$ cat src/hw/rtl/rbsi_pkg.sv
// rbsi_pkg: shared constants for the ray/box slab intersection block.
// Fixed t format (signed, 12 fraction bits, 49 bits) and face codes.
// No dependencies.
`timescale 1ns / 1ps

package rbsi_pkg;

  localparam int T_W    = 49;
  localparam int FACE_W = 3;

  localparam logic signed [T_W-1:0] T_SAT = 49'sh0_7FFF_FFFF_FFFF;
  localparam logic signed [T_W-1:0] T_INF = 49'sh0_8000_0000_0000;

  localparam logic [FACE_W-1:0] FACE_LEFT   = 3'd0;
  localparam logic [FACE_W-1:0] FACE_RIGHT  = 3'd1;
  localparam logic [FACE_W-1:0] FACE_BOTTOM = 3'd2;
  localparam logic [FACE_W-1:0] FACE_TOP    = 3'd3;
  localparam logic [FACE_W-1:0] FACE_FRONT  = 3'd4;
  localparam logic [FACE_W-1:0] FACE_BACK   = 3'd5;
  localparam logic [FACE_W-1:0] FACE_NONE   = 3'd6;

endpackage

$ cat src/hw/rtl/rbsi_fold.sv
// rbsi_fold: turns quotients into slab t values, folds the interval
// over x, y, z and picks hit and entry face. Uses rbsi_pkg.
`timescale 1ns / 1ps

module rbsi_fold
  import rbsi_pkg::*;
#(
  parameter int QW = 46
) (
  input  logic               clk,
  input  logic               rst_n,
  input  logic               en,
  input  logic               valid_i,
  input  logic [5:0][QW-1:0] q_i,
  input  logic [5:0]         neg_i,
  input  logic [5:0]         zdir_i,
  input  logic [5:0]         zpos_i,
  output logic               valid_o,
  output logic               hit_o,
  output logic [FACE_W-1:0]  face_o
);

  localparam int QX = (QW > T_W) ? QW : T_W;

  function automatic logic signed [T_W-1:0] smin(logic signed [T_W-1:0] a,
                                                 logic signed [T_W-1:0] b);
    return (a < b) ? a : b;
  endfunction

  function automatic logic signed [T_W-1:0] smax(logic signed [T_W-1:0] a,
                                                 logic signed [T_W-1:0] b);
    return (a > b) ? a : b;
  endfunction

  logic [2:0] valid_r;
  logic signed [T_W-1:0] ta_r [6];
  logic signed [T_W-1:0] tb_r [6];
  logic signed [T_W-1:0] tc_r [6];
  logic signed [T_W-1:0] ta_nxt [6];
  logic signed [T_W-1:0] tminb_r, tmaxb_r, tminb_nxt, tmaxb_nxt;
  logic signed [T_W-1:0] tminc_r, tmaxc_r, tminc_nxt, tmaxc_nxt;
  logic                  hit_r, hit_nxt;
  logic [FACE_W-1:0]     face_r, face_nxt;
  logic                  valid_out_r;

  // saturate and sign each quotient; zero-direction lanes get +/-T_INF
  always_comb begin
    for (int i = 0; i < 6; i++) begin
      logic [QX-1:0]         qx;
      logic signed [T_W-1:0] qm;
      qx = QX'(q_i[i]);
      qm = (qx > QX'(T_SAT)) ? T_SAT : T_W'(qx);
      if (zdir_i[i]) begin
        ta_nxt[i] = zpos_i[i] ? T_INF : -T_INF;
      end else begin
        ta_nxt[i] = neg_i[i] ? -qm : qm;
      end
    end
  end

  // x and y folds
  always_comb begin
    logic signed [T_W-1:0] mn, mx, lo, hi;
    mn = smin(ta_r[0], ta_r[1]);
    mx = smax(ta_r[0], ta_r[1]);
    lo = smin(ta_r[2], ta_r[3]);
    hi = smax(ta_r[2], ta_r[3]);
    tminb_nxt = smax(mn, smin(lo, mx));
    tmaxb_nxt = smin(mx, smax(hi, tminb_nxt));
  end

  // z fold
  always_comb begin
    logic signed [T_W-1:0] lo, hi;
    lo = smin(tb_r[4], tb_r[5]);
    hi = smax(tb_r[4], tb_r[5]);
    tminc_nxt = smax(tminb_r, smin(lo, tmaxb_r));
    tmaxc_nxt = smin(tmaxb_r, smax(hi, tminc_nxt));
  end

  always_comb begin
    hit_nxt = (tmaxc_r > smax(tminc_r, '0));
    if (tc_r[0] == tminc_r) begin
      face_nxt = FACE_LEFT;
    end else if (tc_r[1] == tminc_r) begin
      face_nxt = FACE_RIGHT;
    end else if (tc_r[2] == tminc_r) begin
      face_nxt = FACE_BOTTOM;
    end else if (tc_r[3] == tminc_r) begin
      face_nxt = FACE_TOP;
    end else if (tc_r[4] == tminc_r) begin
      face_nxt = FACE_FRONT;
    end else if (tc_r[5] == tminc_r) begin
      face_nxt = FACE_BACK;
    end else begin
      face_nxt = FACE_NONE;
    end
  end

  always_ff @(posedge clk) begin
    if (!rst_n) begin
      valid_r     <= '0;
      valid_out_r <= 1'b0;
    end else if (en) begin
      valid_r     <= {valid_r[1:0], valid_i};
      valid_out_r <= valid_r[2];
    end
  end

  always_ff @(posedge clk) begin
    if (en) begin
      ta_r    <= ta_nxt;
      tb_r    <= ta_r;
      tc_r    <= tb_r;
      tminb_r <= tminb_nxt;
      tmaxb_r <= tmaxb_nxt;
      tminc_r <= tminc_nxt;
      tmaxc_r <= tmaxc_nxt;
      hit_r   <= hit_nxt;
      face_r  <= face_nxt;
    end
  end

  assign valid_o = valid_out_r;
  assign hit_o   = hit_r;
  assign face_o  = face_r;

endmodule

$ cat config.mk
export PLATFORM = sky130hd
export DESIGN_NAME = rbsi_fold
export DESIGN_NICKNAME = d
export VERILOG_FILES = /design/src/hw/rtl/rbsi_pkg.sv /design/src/hw/rtl/rbsi_fold.sv
export SDC_FILE = /design/constraint.sdc
export NUM_CORES = 2
export LEC_CHECK = 0
export CAP_MARGIN = 20
export CORE_ASPECT_RATIO = 0.8
export CORE_MARGIN = 1.5
export CORE_UTILIZATION = 55
export CTS_BUF_LIST = sky130_fd_sc_hd__clkbuf_16
export DETAILED_ROUTE_END_ITERATION = 10
export DONT_BUFFER_PORTS = 1
export PLACE_DENSITY = 0.77
export SYNTH_ARGS = -nofsm -noshare
export SYNTH_HDL_FRONTEND = slang
export SYNTH_SLANG_ARGS = --single-unit
$ cat constraint.sdc
create_clock -name clk -period 31.2 [get_ports clk]
set_input_delay 3.12 -clock clk [delete_from_list [all_inputs] [get_ports clk]]
set_output_delay 3.12 -clock clk [all_outputs]
set_load 0.005 [all_outputs]
==> reports/results.ini <==
[timing]
finClkSkew_ns = 0.03746
setup_viol = 0
hold_viol_final = 0
fin_tns_setup_ns = 0
timing.fmax_ghz = 0.04722
relSlewSlack = -0.006833
grt_setup_unrepaired = false
post-route-min-period_ns = 21.18
tightestPinTransition_ns = 1.510
drv_slew = 48
layout_setup_ws_ns = 10.02
min_period_over_period = 0.6788

[synthesis]
syn_area_per_cell_um2 = 11.53
synth_flop_cell = edfxtp_1
synth_fp_nets = 6572
synthArstFlopShare = 0
synth_area_um2 = 65640
syn_inst = 5692
synth_edf_count = 1082
yosys_warnings = 0
ys_ff_latch = 1086
ys_seq_area_frac = 0.4962
synthDistinctLibCells = 77

[global_routing]
grt_pass1_wl_um = 307300
grt_start_max_net_pins = 292
grt_antenna_before_repair = 7
grt_usage = 0.3560
grt_pass1_vias = 43600
grt.overflow.total = 0

[detailed_routing]
ant_nets = 0
drc = 0
drt-initial-drc-count = 6695
avgRoutedWirePerCell_um = 30.07
viasPerCell = 6.329
vias = 46340
drtPass1Iterations = 6
wl_um = 220100

[worst_setup_path]
startpoint = tb_r[1]$_DFFE_PP_
critPathLaunchType = flip-flop
critical_path_class = reg -> reg
reg2reg_from = tb_r[1]$_DFFE_PP_
cp.required_ns = 31.70
end_kind = flip-flop
crit_path_max_fanout = 50
critPathMaxStageDelay_ns = 0.91
cpMostUsedCell = o21a_1
critPathArrivalTime_ns = 21.68
crit_path_top_delay_cell = xor2_4

[die]
rows = 113
die_w_um = 389.3
die-area_um2 = 121400
coreArea_um2 = 118500
die_h_um = 312
initial_core_util = 0.5540
io_pins = 303

[power]
p_clk_frac = 0.141
total_power_uw = 9354
power_per_cell_area_nw_per_um2 = 131.5
seqPwrFrac = 0.252
p_sw_uw = 4310
swShare = 0.4607
combPwrFrac = 0.607
p_leak_uw = 0.02952
p_int_uw = 5045
peakVddDrop_v = 0.0001732

[placed_design]
io_buffer_count = 0
gp_congestion = 1.040
place_hpwl_um = 172700
place_ws_ns = 10.48
post_dp_cell_area_um2 = 67530
dp.cells = 7113

[clock_tree]
cts_resized = 0
cts-root-buf = clkbuf_16
cts_tree = yes
hold_buffers = 0
clock-sinks = 1086
clockBufferDepth = 3
numCtsBuffers = 109
cts_max_level = 3
clkLatencyLatePin_ns = 0.76
cts_setup_buffers = 0
path_clk_slew_ns = 0.06

[final_layout]
finalNetCount = 6557
area_growth_syn_to_layout_pct = 8.371
postLayoutCellArea_um2 = 71140
nFillCells = 9605
drive_above_1_share = 0.09381
instances_no_fill = 7321

[status]
run_status = finished, violations left
violations = max-slew violations

[hold_path]
min-delay-start = ta_r[6]$_SDFFCE_PP0P_
min-delay-path-class = reg -> reg

[job]
drv_cap = 0

critical path: cells and delay by family, from the launching register on:
kind | cells | cell delay [ns]
AOI/OAI and AO/OA | 49 | 11.92
xor gates and xnor gates | 1 | 0.91
adders and majority gates | 5 | 1.43
buffers and inverters | 7 | 2.63
DFF | 1 | 0.44
muxes | 5 | 1.95
and+or+nand+nor | 13 | 1.53
layout by cell type (no fill, tap or decap), types with 9 or more instances in the layout:
cell type   count
edfxtp_1     1082
ha_1          582
inv_1         541
nor2_1        448
xor2_1        411
mux2i_1       349
a21oi_1       263
mux2_2        236
nand2_1       202
o21ai_0       188
nand4_1       170
xnor2_1       149
a21o_1        122
clkbuf_16     111
nor2b_1        85
o31ai_1        83
nor4_1         79
nand2b_1       68
buf_4          68
or4_1          62
or3_1          49
o41ai_1        45
nor3_1         38
nand3_1        36
o21a_1         33
or2_2          30
clkinv_2       21
clkinv_1       21
and4_1         12
a211oi_1       12
o211ai_1       11
a31oi_1        11
clkinvlp_4     11
inv_6           9
bufinv_16       9
synthesized netlist by cell type, types with 12 or more instances:
cell type | instances | share of area
clkbuf_1 | 162 | 0.0093
nor3_1 | 38 | 0.0029
o21ai_0 | 189 | 0.014
nor4_1 | 80 | 0.0076
buf_1 | 32 | 0.0018
nand2_1 | 203 | 0.012
inv_1 | 529 | 0.030
a211oi_1 | 12 | 0.0014
o31ai_1 | 84 | 0.0096
nor2_1 | 449 | 0.026
or3_1 | 49 | 0.0047
nand4_1 | 170 | 0.016
mux2_2 | 236 | 0.040
a21oi_1 | 264 | 0.020
xnor2_1 | 150 | 0.020
nand3_1 | 37 | 0.0028
o41ai_1 | 45 | 0.0060
edfxtp_1 | 1082 | 0.49
or2_2 | 30 | 0.0029
nor2b_1 | 85 | 0.0081
nand2b_1 | 68 | 0.0065
xor2_1 | 412 | 0.055
or4_1 | 62 | 0.0071
ha_1 | 582 | 0.11
a21o_1 | 124 | 0.014
and4_1 | 12 | 0.0016
mux2i_1 | 349 | 0.053
o21a_1 | 33 | 0.0038
flip-flops by register name (all words and copies together), names as in the netlist:
register  flops
face_o        3
hit_o         1
ta_r        294
tb_r        294
tc_r        294
tmaxb_r      49
tmaxc_r      49
tminb_r      49
tminc_r      49
valid_o       1
valid_r       3
worst paths after layout:
path	cells after the start	slack (ns)	end
worst max-delay path	80	10.02	tmaxc_r[0]$_DFFE_PP_
worst min-delay path	0	0.40	tb_r[6]$_DFFE_PP_
worst max register to register	80	10.02	tmaxc_r[0]$_DFFE_PP_
worst min register to register	0	0.40	tb_r[6]$_DFFE_PP_
routing by layer:
layer / vias to the layer above / share of wire / global-route usage
met1: 22620 / 0.42 / 0.5149
met2: 2509 / 0.41 / 0.5004
li1: 20800 / - / -
met5: - / 0.00017 / 0
met3: 407 / 0.12 / 0.1103
met4: 6 / 0.044 / 0.1341
per-stage QoR:
stage	util	hold slack, ns
6_report	0.6004	0.3979
5_1_grt	0.6004	0.4177
4_1_cts	0.5997	0.4083
3_5_place_dp	0.5700	0.4045
3_3_place_gp	0.5699	0.4003
2_1_floorplan	-	0.4003
cell type report:
class | instances | area [um^2] | area share
flip-flops and latches | 1086 | 32570 | 0.4579
multi-input cells | 3875 | 30420 | 0.4276
clock buffers | 111 | 2778 | 0.03905
inverters | 529 | 1986 | 0.02791
well taps | 1552 | 1942 | 0.02730
clock inverters | 90 | 737.0 | 0.01036
repair buffers | 76 | 698.2 | 0.009814
diodes | 2 | 5.005 | 0.00007035
power groups by stage:
| stage | sequential, uW | combinational (uW) | clock [uW] |
|---|---|---|---|
| 2_1_floorplan | 2190 | 3830 | 0 |
| 3_3_place_gp | 2370 | 5440 | 0 |
| 3_5_place_dp | 2370 | 5470 | 0 |
| 4_1_cts | 2350 | 5510 | 1330 |
| 5_1_grt | 2360 | 6060 | 1380 |
| 6_report | 2350 | 5680 | 1320 |
cells by family (layout without fill, tap and decap cells):
logic type | after synthesis | in the layout | share of synthesized area
compound gates | 835 | 835 | 0.08070
fa+ha+maj | 582 | 582 | 0.1109
simple gates | 1310 | 1310 | 0.1011
other cells | 1 | 3 | 0.00005713
mux | 585 | 585 | 0.09370
xor+xnor | 562 | 562 | 0.07498
flops | 1086 | 1086 | 0.4962
buf+inv | 731 | 806 | 0.04230
(Power assumes the default switching activity.)
