[config.mk]
export PLATFORM = sky130hd
export DESIGN_NAME = rbsi_div_cell
export DESIGN_NICKNAME = d
export VERILOG_FILES = /design/src/hw/rtl/rbsi_div_cell.sv
export SDC_FILE = /design/constraint.sdc
export NUM_CORES = 1
export LEC_CHECK = 0
export ABC_AREA = 1
export BUFFER_PORTS_ARGS = -buffer_cell sky130_fd_sc_hd__buf_2
export CORE_AREA = 3 3 376 378
export CTS_BUF_LIST = sky130_fd_sc_hd__clkbuf_2 sky130_fd_sc_hd__clkbuf_4 sky130_fd_sc_hd__clkbuf_8
export CTS_CLUSTER_SIZE = 24
export DETAILED_ROUTE_END_ITERATION = 16
export DIE_AREA = 0 0 379 381
export GPL_TIMING_DRIVEN = 0
export MAX_ROUTING_LAYER = met4
export PLACE_DENSITY = 0.47
export SLEW_MARGIN = 20
export SYNTH_ARGS = -nofsm -noshare
export SYNTH_HDL_FRONTEND = slang
export SYNTH_SLANG_ARGS = --single-unit
[constraint.sdc]
create_clock -name clk -period 1.7 [get_ports clk]
set_input_delay 0.17 -clock clk [delete_from_list [all_inputs] [get_ports clk]]
set_output_delay 0.17 -clock clk [all_outputs]
set_load 0.005 [all_outputs]
[src/hw/rtl/rbsi_div_cell.sv]
// rbsi_div_cell: one restoring-division step for all six slab lanes.
// Produces one quotient bit per lane and hands the lane state onward.
// No package dependencies.
`timescale 1ns / 1ps

module rbsi_div_cell #(
  parameter int DW = 16,
  parameter int QW = 46
) (
  input  logic                 clk,
  input  logic                 rst_n,
  input  logic                 en,
  input  logic                 valid_i,
  input  logic [5:0][DW-1:0]   rem_i,
  input  logic [5:0][QW-1:0]   nq_i,
  input  logic [5:0][DW-1:0]   d_i,
  input  logic [5:0]           neg_i,
  input  logic [5:0]           zdir_i,
  input  logic [5:0]           zpos_i,
  output logic                 valid_o,
  output logic [5:0][DW-1:0]   rem_o,
  output logic [5:0][QW-1:0]   nq_o,
  output logic [5:0][DW-1:0]   d_o,
  output logic [5:0]           neg_o,
  output logic [5:0]           zdir_o,
  output logic [5:0]           zpos_o
);

  logic              valid_r;
  logic [5:0][DW-1:0] rem_r, rem_nxt;
  logic [5:0][QW-1:0] nq_r, nq_nxt;
  logic [5:0][DW-1:0] d_r;
  logic [5:0]         neg_r, zdir_r, zpos_r;

  always_comb begin
    for (int i = 0; i < 6; i++) begin
      logic [DW:0] rp;
      logic        ge;
      rp = {rem_i[i], nq_i[i][QW-1]};
      ge = (rp >= {1'b0, d_i[i]});
      rem_nxt[i] = ge ? DW'(rp - {1'b0, d_i[i]}) : rp[DW-1:0];
      nq_nxt[i]  = {nq_i[i][QW-2:0], ge};
    end
  end

  always_ff @(posedge clk) begin
    if (!rst_n) begin
      valid_r <= 1'b0;
    end else if (en) begin
      valid_r <= valid_i;
    end
  end

  always_ff @(posedge clk) begin
    if (en) begin
      rem_r  <= rem_nxt;
      nq_r   <= nq_nxt;
      d_r    <= d_i;
      neg_r  <= neg_i;
      zdir_r <= zdir_i;
      zpos_r <= zpos_i;
    end
  end

  assign valid_o = valid_r;
  assign rem_o   = rem_r;
  assign nq_o    = nq_r;
  assign d_o     = d_r;
  assign neg_o   = neg_r;
  assign zdir_o  = zdir_r;
  assign zpos_o  = zpos_r;

endmodule

==> results list, run 1 <==
- Run status: finished with violations
- Failing checks: negative hold slack, negative setup slack
- CTS built an H-tree with a depth of 3.
* Cell types with the largest area share after synthesis: sky130_fd_sc_hd__edfxtp_1 (64%), sky130_fd_sc_hd__nand2_1 (11%), sky130_fd_sc_hd__inv_1 (6.0%)
- Antenna violations before repair: 34
- Worst setup startpoint: d_i[0]
* Period utilisation layout: 106.9%
- Portion of synthesized cell area occupied by the leading cell type: 63.82%
* Power per unit of standard cell area: 900.5 nW/um^2
- Total length of routed met2 wires: 49590 um
- In this run the clock root is driven by a sky130_fd_sc_hd__clkbuf_8.
* Height of the chip: 381 um
- Number of flip-flops and latches in the synthesized netlist: 487
- Fraction of layout cells with a size suffix above 1: 33.70%
- Along the worst hold path, the cell count comes to 3.
- Detailed Route Iter0 Violations: 1337
* Slew HR: 62.72%
- Reg2Reg Launch Point: valid_o
- Worst-Skew Late Latency: 0.77 ns
- In the routed design, unresolved DRC markers number 0.
- Count of placed standard cells including taps: 4918
- The critical path in this run is classified as in -> reg.
* Max layer used: met4
* Data required time of the worst path: 2.19 ns
- Area inside the core boundary: 137800 um^2
- In this run the worst path has a maximum fanout of 3.
- For this run, the top clock speed supported by timing is 550.3 MHz.
* Worst setup slack after layout: -0.1171 ns
- Compared with the post-synthesis result, the final layout area differs by 76.40%.
- Leak pwr: 18.73 nW
- Fin nets: 4543
- Dividing the synthesized area by the synthesized cell count gives 10.67 um^2.
- Number of search-and-repair iterations in the first detailed-routing pass: 5
- Once layout is complete, the cells apart from fillers number 5858.
* I/O Buffers: 976
* Total grt overflow: 0
* Effective utilization at floorplan: 16.59%
* Final core utilization: 29.26%
- Width of the die: 379 um
- Clock-pin slew was measured on the worst setup and hold paths at 0.06 ns.
- The worst hold path belongs to the class in -> reg.
* Hold wc startpoint: rem_i[46]
- The total count of max-transition violations in the final report came to 0.
- Number of instances in the synthesized netlist: 2143
- Final Hold Fails: 65
- Setup violations remaining at the end of the flow were counted as 32.
- Synthesis produced a netlist with a net count of 2735.
* Routed wire length: 103700 um
- The worst register-to-register path has a setup slack of 0.42 ns.
* Maximum clock insertion buffer count: 3
- Length in cells of the worst reg-to-reg path: 3
- Commonest cells after routing, fill and taps aside: sky130_fd_sc_hd__buf_2 (971), sky130_fd_sc_hd__dlygate4sd3_1 (696), sky130_fd_sc_hd__nand2_1 (663), sky130_fd_sc_hd__edfxtp_1 (486), sky130_fd_sc_hd__inv_1 (364)
- Final-layout worst hold slack: -0.2736 ns
- STA classifies the critical path endpoint as a register.
- After detailed routing, the average wire length per cell comes to 17.70 um.
- During I/O placement, the number of pins put on the boundary was 977.
- Max-cap violations in this run came to 0.
- Fraction of the yosys area taken by sequential cells: 63.91%
- At the pin with the least slew margin, the transition time is 0.5592 ns.
- Commonest non-fill, non-tap cell in the layout: sky130_fd_sc_hd__buf_2
- HPWL after detailed placement: 78700 um
- Setup repair after global routing missed its margin: yes
- TritonCTS built the clock tree.
* Vias per Instance: 3.769
* Max VDD drop: 0.6318 mV
* First-pass GRT wire length: 143600 um
- Arrival @ worst endpoint: 2.30 ns
- In this run the critical register-to-register path is captured at valid_o.
- STA classifies the critical path startpoint as a primary input.
- Summing every instance area after synthesis gives 22870 um^2.
- Endpoint with the worst hold slack: rem_o[47]
- Num CTS Buffers: 97
* Number of nets still failing antenna checks after routing: 0
* Count of vias placed by the detailed router: 22.08k
* Cell variety after synth: 40
* Maximum number of pins on one net before global-route repair: 100
* Met3 routed wirelength: 9680 um
* Via count of the first global-routing pass: 22.37k
- Final Critical Period: 1.817 ns
- Global routing consumed, over all layers together, 13.94% of the routing resources.
* Met1 WL: 41390 um
- DIE AREA: 144400 um^2
* Setup Slack @ Placement: -0.6952 ns
- sky130_fd_sc_hd__edfxtp_1 takes more of the synthesized area than any other cell.
- Counting every sink on the clock net gives 487.
- During synthesis, Yosys emitted a total of 0 warnings.
* GPL Wtd Cong: 0.8790
* Post-route clock skew: 0 ns
- Standard-cell row count: 136
[how the worst max path moves through the flow]
stage	end	slack (ns)
2_1_floorplan	rem_o[56]	-0.03
3_3_place_gp	valid_o	-7.86
3_5_place_dp	rem_o[7]	-0.70
4_1_cts	nq_o[66]	-0.08
5_1_grt	nq_o[226]	-0.11
6_report	rem_o[10]	-0.12
[report_power, final]
group / leakage [nW] / switching, mW / internal, mW
logic: 12.9 / 3.87 / 3.44
registers: 4.76 / 0.352 / 14.5
clock network: 1.11 / 6.06 / 8.06
total: 18.7 / 10.3 / 26.0
[flip-flops by register name (all words and copies together), names as in the netlist]
register,cells
valid_o,1
neg_o,6
d_o,96
rem_o,96
zdir_o,6
nq_o,276
zpos_o,6
[per-stage QoR]
step	setup TNS (ns)	hold WS (ns)	power, mW	cell area, um^2
after floorplan	-0.03037	0.2635	17.54	22930
after global placement	-3766.73	0.3462	20.98	30060
after detailed placement	-83.70	0.3481	20.84	30210
after CTS	-1.378	-0.5349	36.64	39250
after global routing	-0.8294	-0.3712	38.29	40330
final	-0.7647	-0.2736	36.32	40340
[Yosys cell counts, drive strengths merged]
master,count
nand2,720
edfxtp,486
inv,377
nand3,178
ha,96
nor2,83
a21oi,57
xor2,30
buf,22
nand4,22
nor3,19
nand3b,14
and2,6
fa,6
o21ai,6
xnor2,6
or2,5
o21a,4
o21bai,4
dfxtp,1
nor3b,1
[logic make-up after synthesis]
logic type	after synthesis	share of synthesized area, %
AOI/OAI and AO/OA	71	1.674
xor gates and xnor gates	36	1.379
adders and majority gates	102	5.778
buffers and inverters	399	6.954
DFF	487	63.91
and+or+nand+nor	1048	20.31
[worst max-delay path, cell delays in order]
cell                            delay [ns]
sky130_fd_sc_hd__buf_2                0.09
sky130_fd_sc_hd__dlygate4sd3_1        0.59
sky130_fd_sc_hd__ha_1                 0.23
sky130_fd_sc_hd__fa_1                 0.44
sky130_fd_sc_hd__nand3b_1             0.18
sky130_fd_sc_hd__nand2_1              0.18
sky130_fd_sc_hd__nand2_1              0.11
sky130_fd_sc_hd__nand3_1              0.08
sky130_fd_sc_hd__nand2_1              0.05
sky130_fd_sc_hd__nand2_1              0.07
sky130_fd_sc_hd__nand2_2              0.10
[what timing repair did]
action | 4_1_cts | 5_1_grt
setup buffers | 0 | 31
gates cloned | 0 | 2
setup endpoints to repair | 21 | 104
pin swaps | 0 | 29
hold buffers | 680 | 17
endpoints found under the hold margin | 544 | 82
resized for setup | 6 | 119
[cell type report]
type / instances / area [um^2]
antenna: 34 / 85.08
buffer: 20 / 219.0
clock buffer: 111 / 1440
clock inverter: 67 / 774.5
fill: 14367 / 97500
inverter: 377 / 1415
multi-input combinational: 1258 / 7254
sequential: 487 / 14610
tap: 1794 / 2245
timing repair buffer: 1710 / 12290
[routing by layer]
layer / up-vias / GRT usage (%)
li1: 10766 / -
met1: 10364 / 15.60
met2: 785 / 22.69
met3: 166 / 5.292
met4: 0 / 4.759
met5: - / -
No activity file was read; power rests on OpenSTA's default activity.
==> run 2: changes to the inputs <==
--- a/config.mk
+++ b/config.mk
@@ -7,14 +7,13 @@
 export LEC_CHECK = 0
 export ABC_AREA = 1
 export BUFFER_PORTS_ARGS = -buffer_cell sky130_fd_sc_hd__buf_2
-export CORE_AREA = 3 3 376 378
+export CORE_AREA = 3 3 377 379
 export CTS_BUF_LIST = sky130_fd_sc_hd__clkbuf_2 sky130_fd_sc_hd__clkbuf_4 sky130_fd_sc_hd__clkbuf_8
 export CTS_CLUSTER_SIZE = 24
 export DETAILED_ROUTE_END_ITERATION = 16
-export DIE_AREA = 0 0 379 381
+export DIE_AREA = 0 0 380 382
 export GPL_TIMING_DRIVEN = 0
 export MAX_ROUTING_LAYER = met4
-export PLACE_DENSITY = 0.47
 export SLEW_MARGIN = 20
 export SYNTH_ARGS = -nofsm -noshare
 export SYNTH_HDL_FRONTEND = slang
==> results list, run 2 (same netlist as run 1, synthesis figures left out) <==
- Run status: finished with violations
* Failing checks: negative hold slack, negative setup slack
- The part of the cycle the worst path needs was 103.1% (-3.8 points).
- Setup slack of the most critical reg-to-reg path: 0.49 ns (+0.07 ns)
- Critical path start-end classification: in -> reg
- The clock tree skew after final layout was 0 ns (unchanged).
- Area of the multi-input gates: 7214 um^2 (-0.55%)
- The clock latency on the worst-skew pair was 0.78 ns (about the same).
* Height of the chip: 382 um (+0.26%)
- The total via count after detailed routing is 21.86k (-0.99%).
- Final Critical Period: 1.753 ns (-0.06409 ns)
- CTS placed an instance of sky130_fd_sc_hd__clkbuf_8 at the clock tree root.
- Leak pwr: 18.24 nW (-2.6%)
- GRT Util Overall: 13.83% (-0.11 points)
* Worst setup slack after layout: -0.05299 ns (+0.06409 ns)
* Commonest non-fill, non-tap cell in the layout: sky130_fd_sc_hd__buf_2
- The H-tree depth reported by CTS was 3 (unchanged).
* Setup repair after global routing missed its margin: yes
- Number of primary I/O pins: 977 (unchanged)
- The final cell area excluding filler cells was 39180 um^2 (-2.9%).
- Number of nets still failing antenna checks after routing: 0 (unchanged)
- Flip-flop count of the largest register after layout: 276 (unchanged)
- # DRC: 0 (unchanged)
- Path category of the worst min-delay check: in -> reg
- STA classifies the critical path endpoint as a register.
- The smallest hold slack came to -0.2582 ns (+0.01536 ns).
* Fin. max-slew vios: 0 (unchanged)
- The effective utilization at floorplan was 16.43% (-0.16 points).
* Routed wire length: 103100 um (-0.58%)
* Standard-cell row count: 137 (+0.74%)
- The final core area utilization was 28.15% (-1.1 points).
* DIE AREA: 145200 um^2 (+0.53%)
- Width of the die: 380 um (+0.26%)
* Num CTS Buffers: 89 (-8.2%)
* Number of search-and-repair iterations in the first detailed-routing pass: 6 (+1)
- The total of max-cap violations came to 0 (unchanged).
* Worst-path maximum fanout: 10 (+7)
- Transition time at the pin with the least slew margin: 0.9134 ns (+0.3541 ns)
- The area used by sequential logic in the layout was 14610 um^2 (unchanged).
- The data arrival at the endpoint of the critical path was 2.23 ns (-0.07 ns).
- Detailed Route Iter0 Violations: 1137 (-15%)
- Vias per Instance: 3.751 (-0.50%)
* I/O Buffers: 976 (unchanged)
- Fraction of layout cells with a size suffix above 1: 34.22% (+0.52 points)
* Count of filler cells inserted in the layout: 14.44k (+0.50%)
- Sink count of the clock tree: 487 (unchanged)
- First-pass GRT wire length: 144300 um (+0.54%)
- Power per unit of standard cell area: 881.7 nW/um^2 (-2.1%)
- The core footprint was 139200 um^2 (+0.98%).
- The final number of hold-violating endpoints came to 17 (-74%).
- The final layout net count was 4444 (-2.2%).
- Routed length per instance: 17.68 um (about the same)
- From synthesis to final layout, the design area changed by 71.33%.
* Data required time of the worst path: 2.17 ns (-0.02 ns)
- Via count of the first global-routing pass: 21.76k (-2.7%)
- In the layout the commonest cells are sky130_fd_sc_hd__buf_2 (973), sky130_fd_sc_hd__nand2_1 (662), sky130_fd_sc_hd__dlygate4sd3_1 (599), sky130_fd_sc_hd__edfxtp_1 (486), sky130_fd_sc_hd__inv_1 (364).
- Final Setup Violations: 22 (-31%)
- Maximum number of pins on one net before global-route repair: 100 (unchanged)
* Instance area at placement: 30340 um^2 (+0.43%)
- Clock tree from TritonCTS: done
- The post-CTS clock slew at the launch and capture registers of the worst setup and hold paths is 0.06 ns (about the same).
- Max VDD drop: 0.7658 mV (+21%)
- The total overflow reported by the global router was 0 (unchanged).
* Slew HR: 38.91% (-24 points)
- The final weighted congestion in routability-driven placement is 0.9071 (+3.2%).
* Startpoint Class: primary input
- Maximum clock insertion buffer count: 3 (unchanged)
- FMAX: 570.5 MHz (+3.7%)
- HPWL after detailed placement: 77290 um (-1.8%)
- The number of antenna violations at the first check in global routing was 44 (+29%).
[run 2: stage by stage]
step                      std cells  setup WS [ns]  TNS [ns]  total power, mW
after floorplan                2143       -0.03037  -0.03037            17.54
after detailed placement       5001        -0.8288    -46.78            20.81
final                          5829       -0.05299   -0.4610            34.54
after CTS                      5745       -0.07463    -1.580            34.69
after global placement         4995         -7.445  -3590.32            20.92
after global routing           5824       -0.06937   -0.7712            36.32
[run 2: path summary, 6_finish.rpt]
path	start	endpoint	cells past startpoint
max reg2reg	valid_o	valid_o	3
max	d_i[51]	rem_o[62]	15
min	en	nq_o[153]	1
min reg2reg	valid_o	valid_o	3
[run 2: timing repair]
action | CTS | global route
hold buffers | 583 | 20
pin swaps | 0 | 27
setup buffers | 0 | 35
hold endpoints to repair | 583 | 95
resized for setup | 7 | 110
cloned | 0 | 1
setup endpoints to repair | 25 | 106
[run 2: per-layer routing]
layer / global-route usage [%] / wire length (um) / up-vias / part of all wire, %
li1: - / - / 10538 / -
met1: 16.51 / 41980 / 10307 / 41
met2: 22.27 / 48920 / 868 / 47
met3: 4.332 / 9337 / 149 / 9.1
met4: 4.276 / 2843 / 0 / 2.8
met5: - / 0 / - / 0
[run 2: area by class of cell]
class / instances / area share [%]
well taps: 1876 / 5.991
inverters: 377 / 3.612
multi-input cells: 1257 / 18.41
plain buffers: 21 / 0.5238
clock buffers: 112 / 3.567
diodes: 31 / 0.1980
flip-flops and latches: 487 / 37.30
repair buffers: 1619 / 29.07
clock inverters: 49 / 1.319
[run 2: worst max-delay path, cell delays in order]
cell and delay [ns]:
sky130_fd_sc_hd__dlygate4sd3_1 0.55, sky130_fd_sc_hd__buf_2 0.13, sky130_fd_sc_hd__inv_1 0.07, sky130_fd_sc_hd__ha_2 0.31
sky130_fd_sc_hd__nand2_2 0.12, sky130_fd_sc_hd__inv_1 0.04, sky130_fd_sc_hd__nand2_1 0.08, sky130_fd_sc_hd__nand2_1 0.05
sky130_fd_sc_hd__nand2_1 0.10, sky130_fd_sc_hd__nand3_4 0.10, sky130_fd_sc_hd__nand2_4 0.11, sky130_fd_sc_hd__nand2_4 0.09
sky130_fd_sc_hd__buf_8 0.16, sky130_fd_sc_hd__nand3_1 0.08, sky130_fd_sc_hd__nand2_1 0.06
[run 2: power breakdown]
group	internal, mW	switching, mW	total [mW]
sequential	14.5	0.400	14.9
combinational	3.29	3.83	7.12
clock	6.86	5.62	12.5
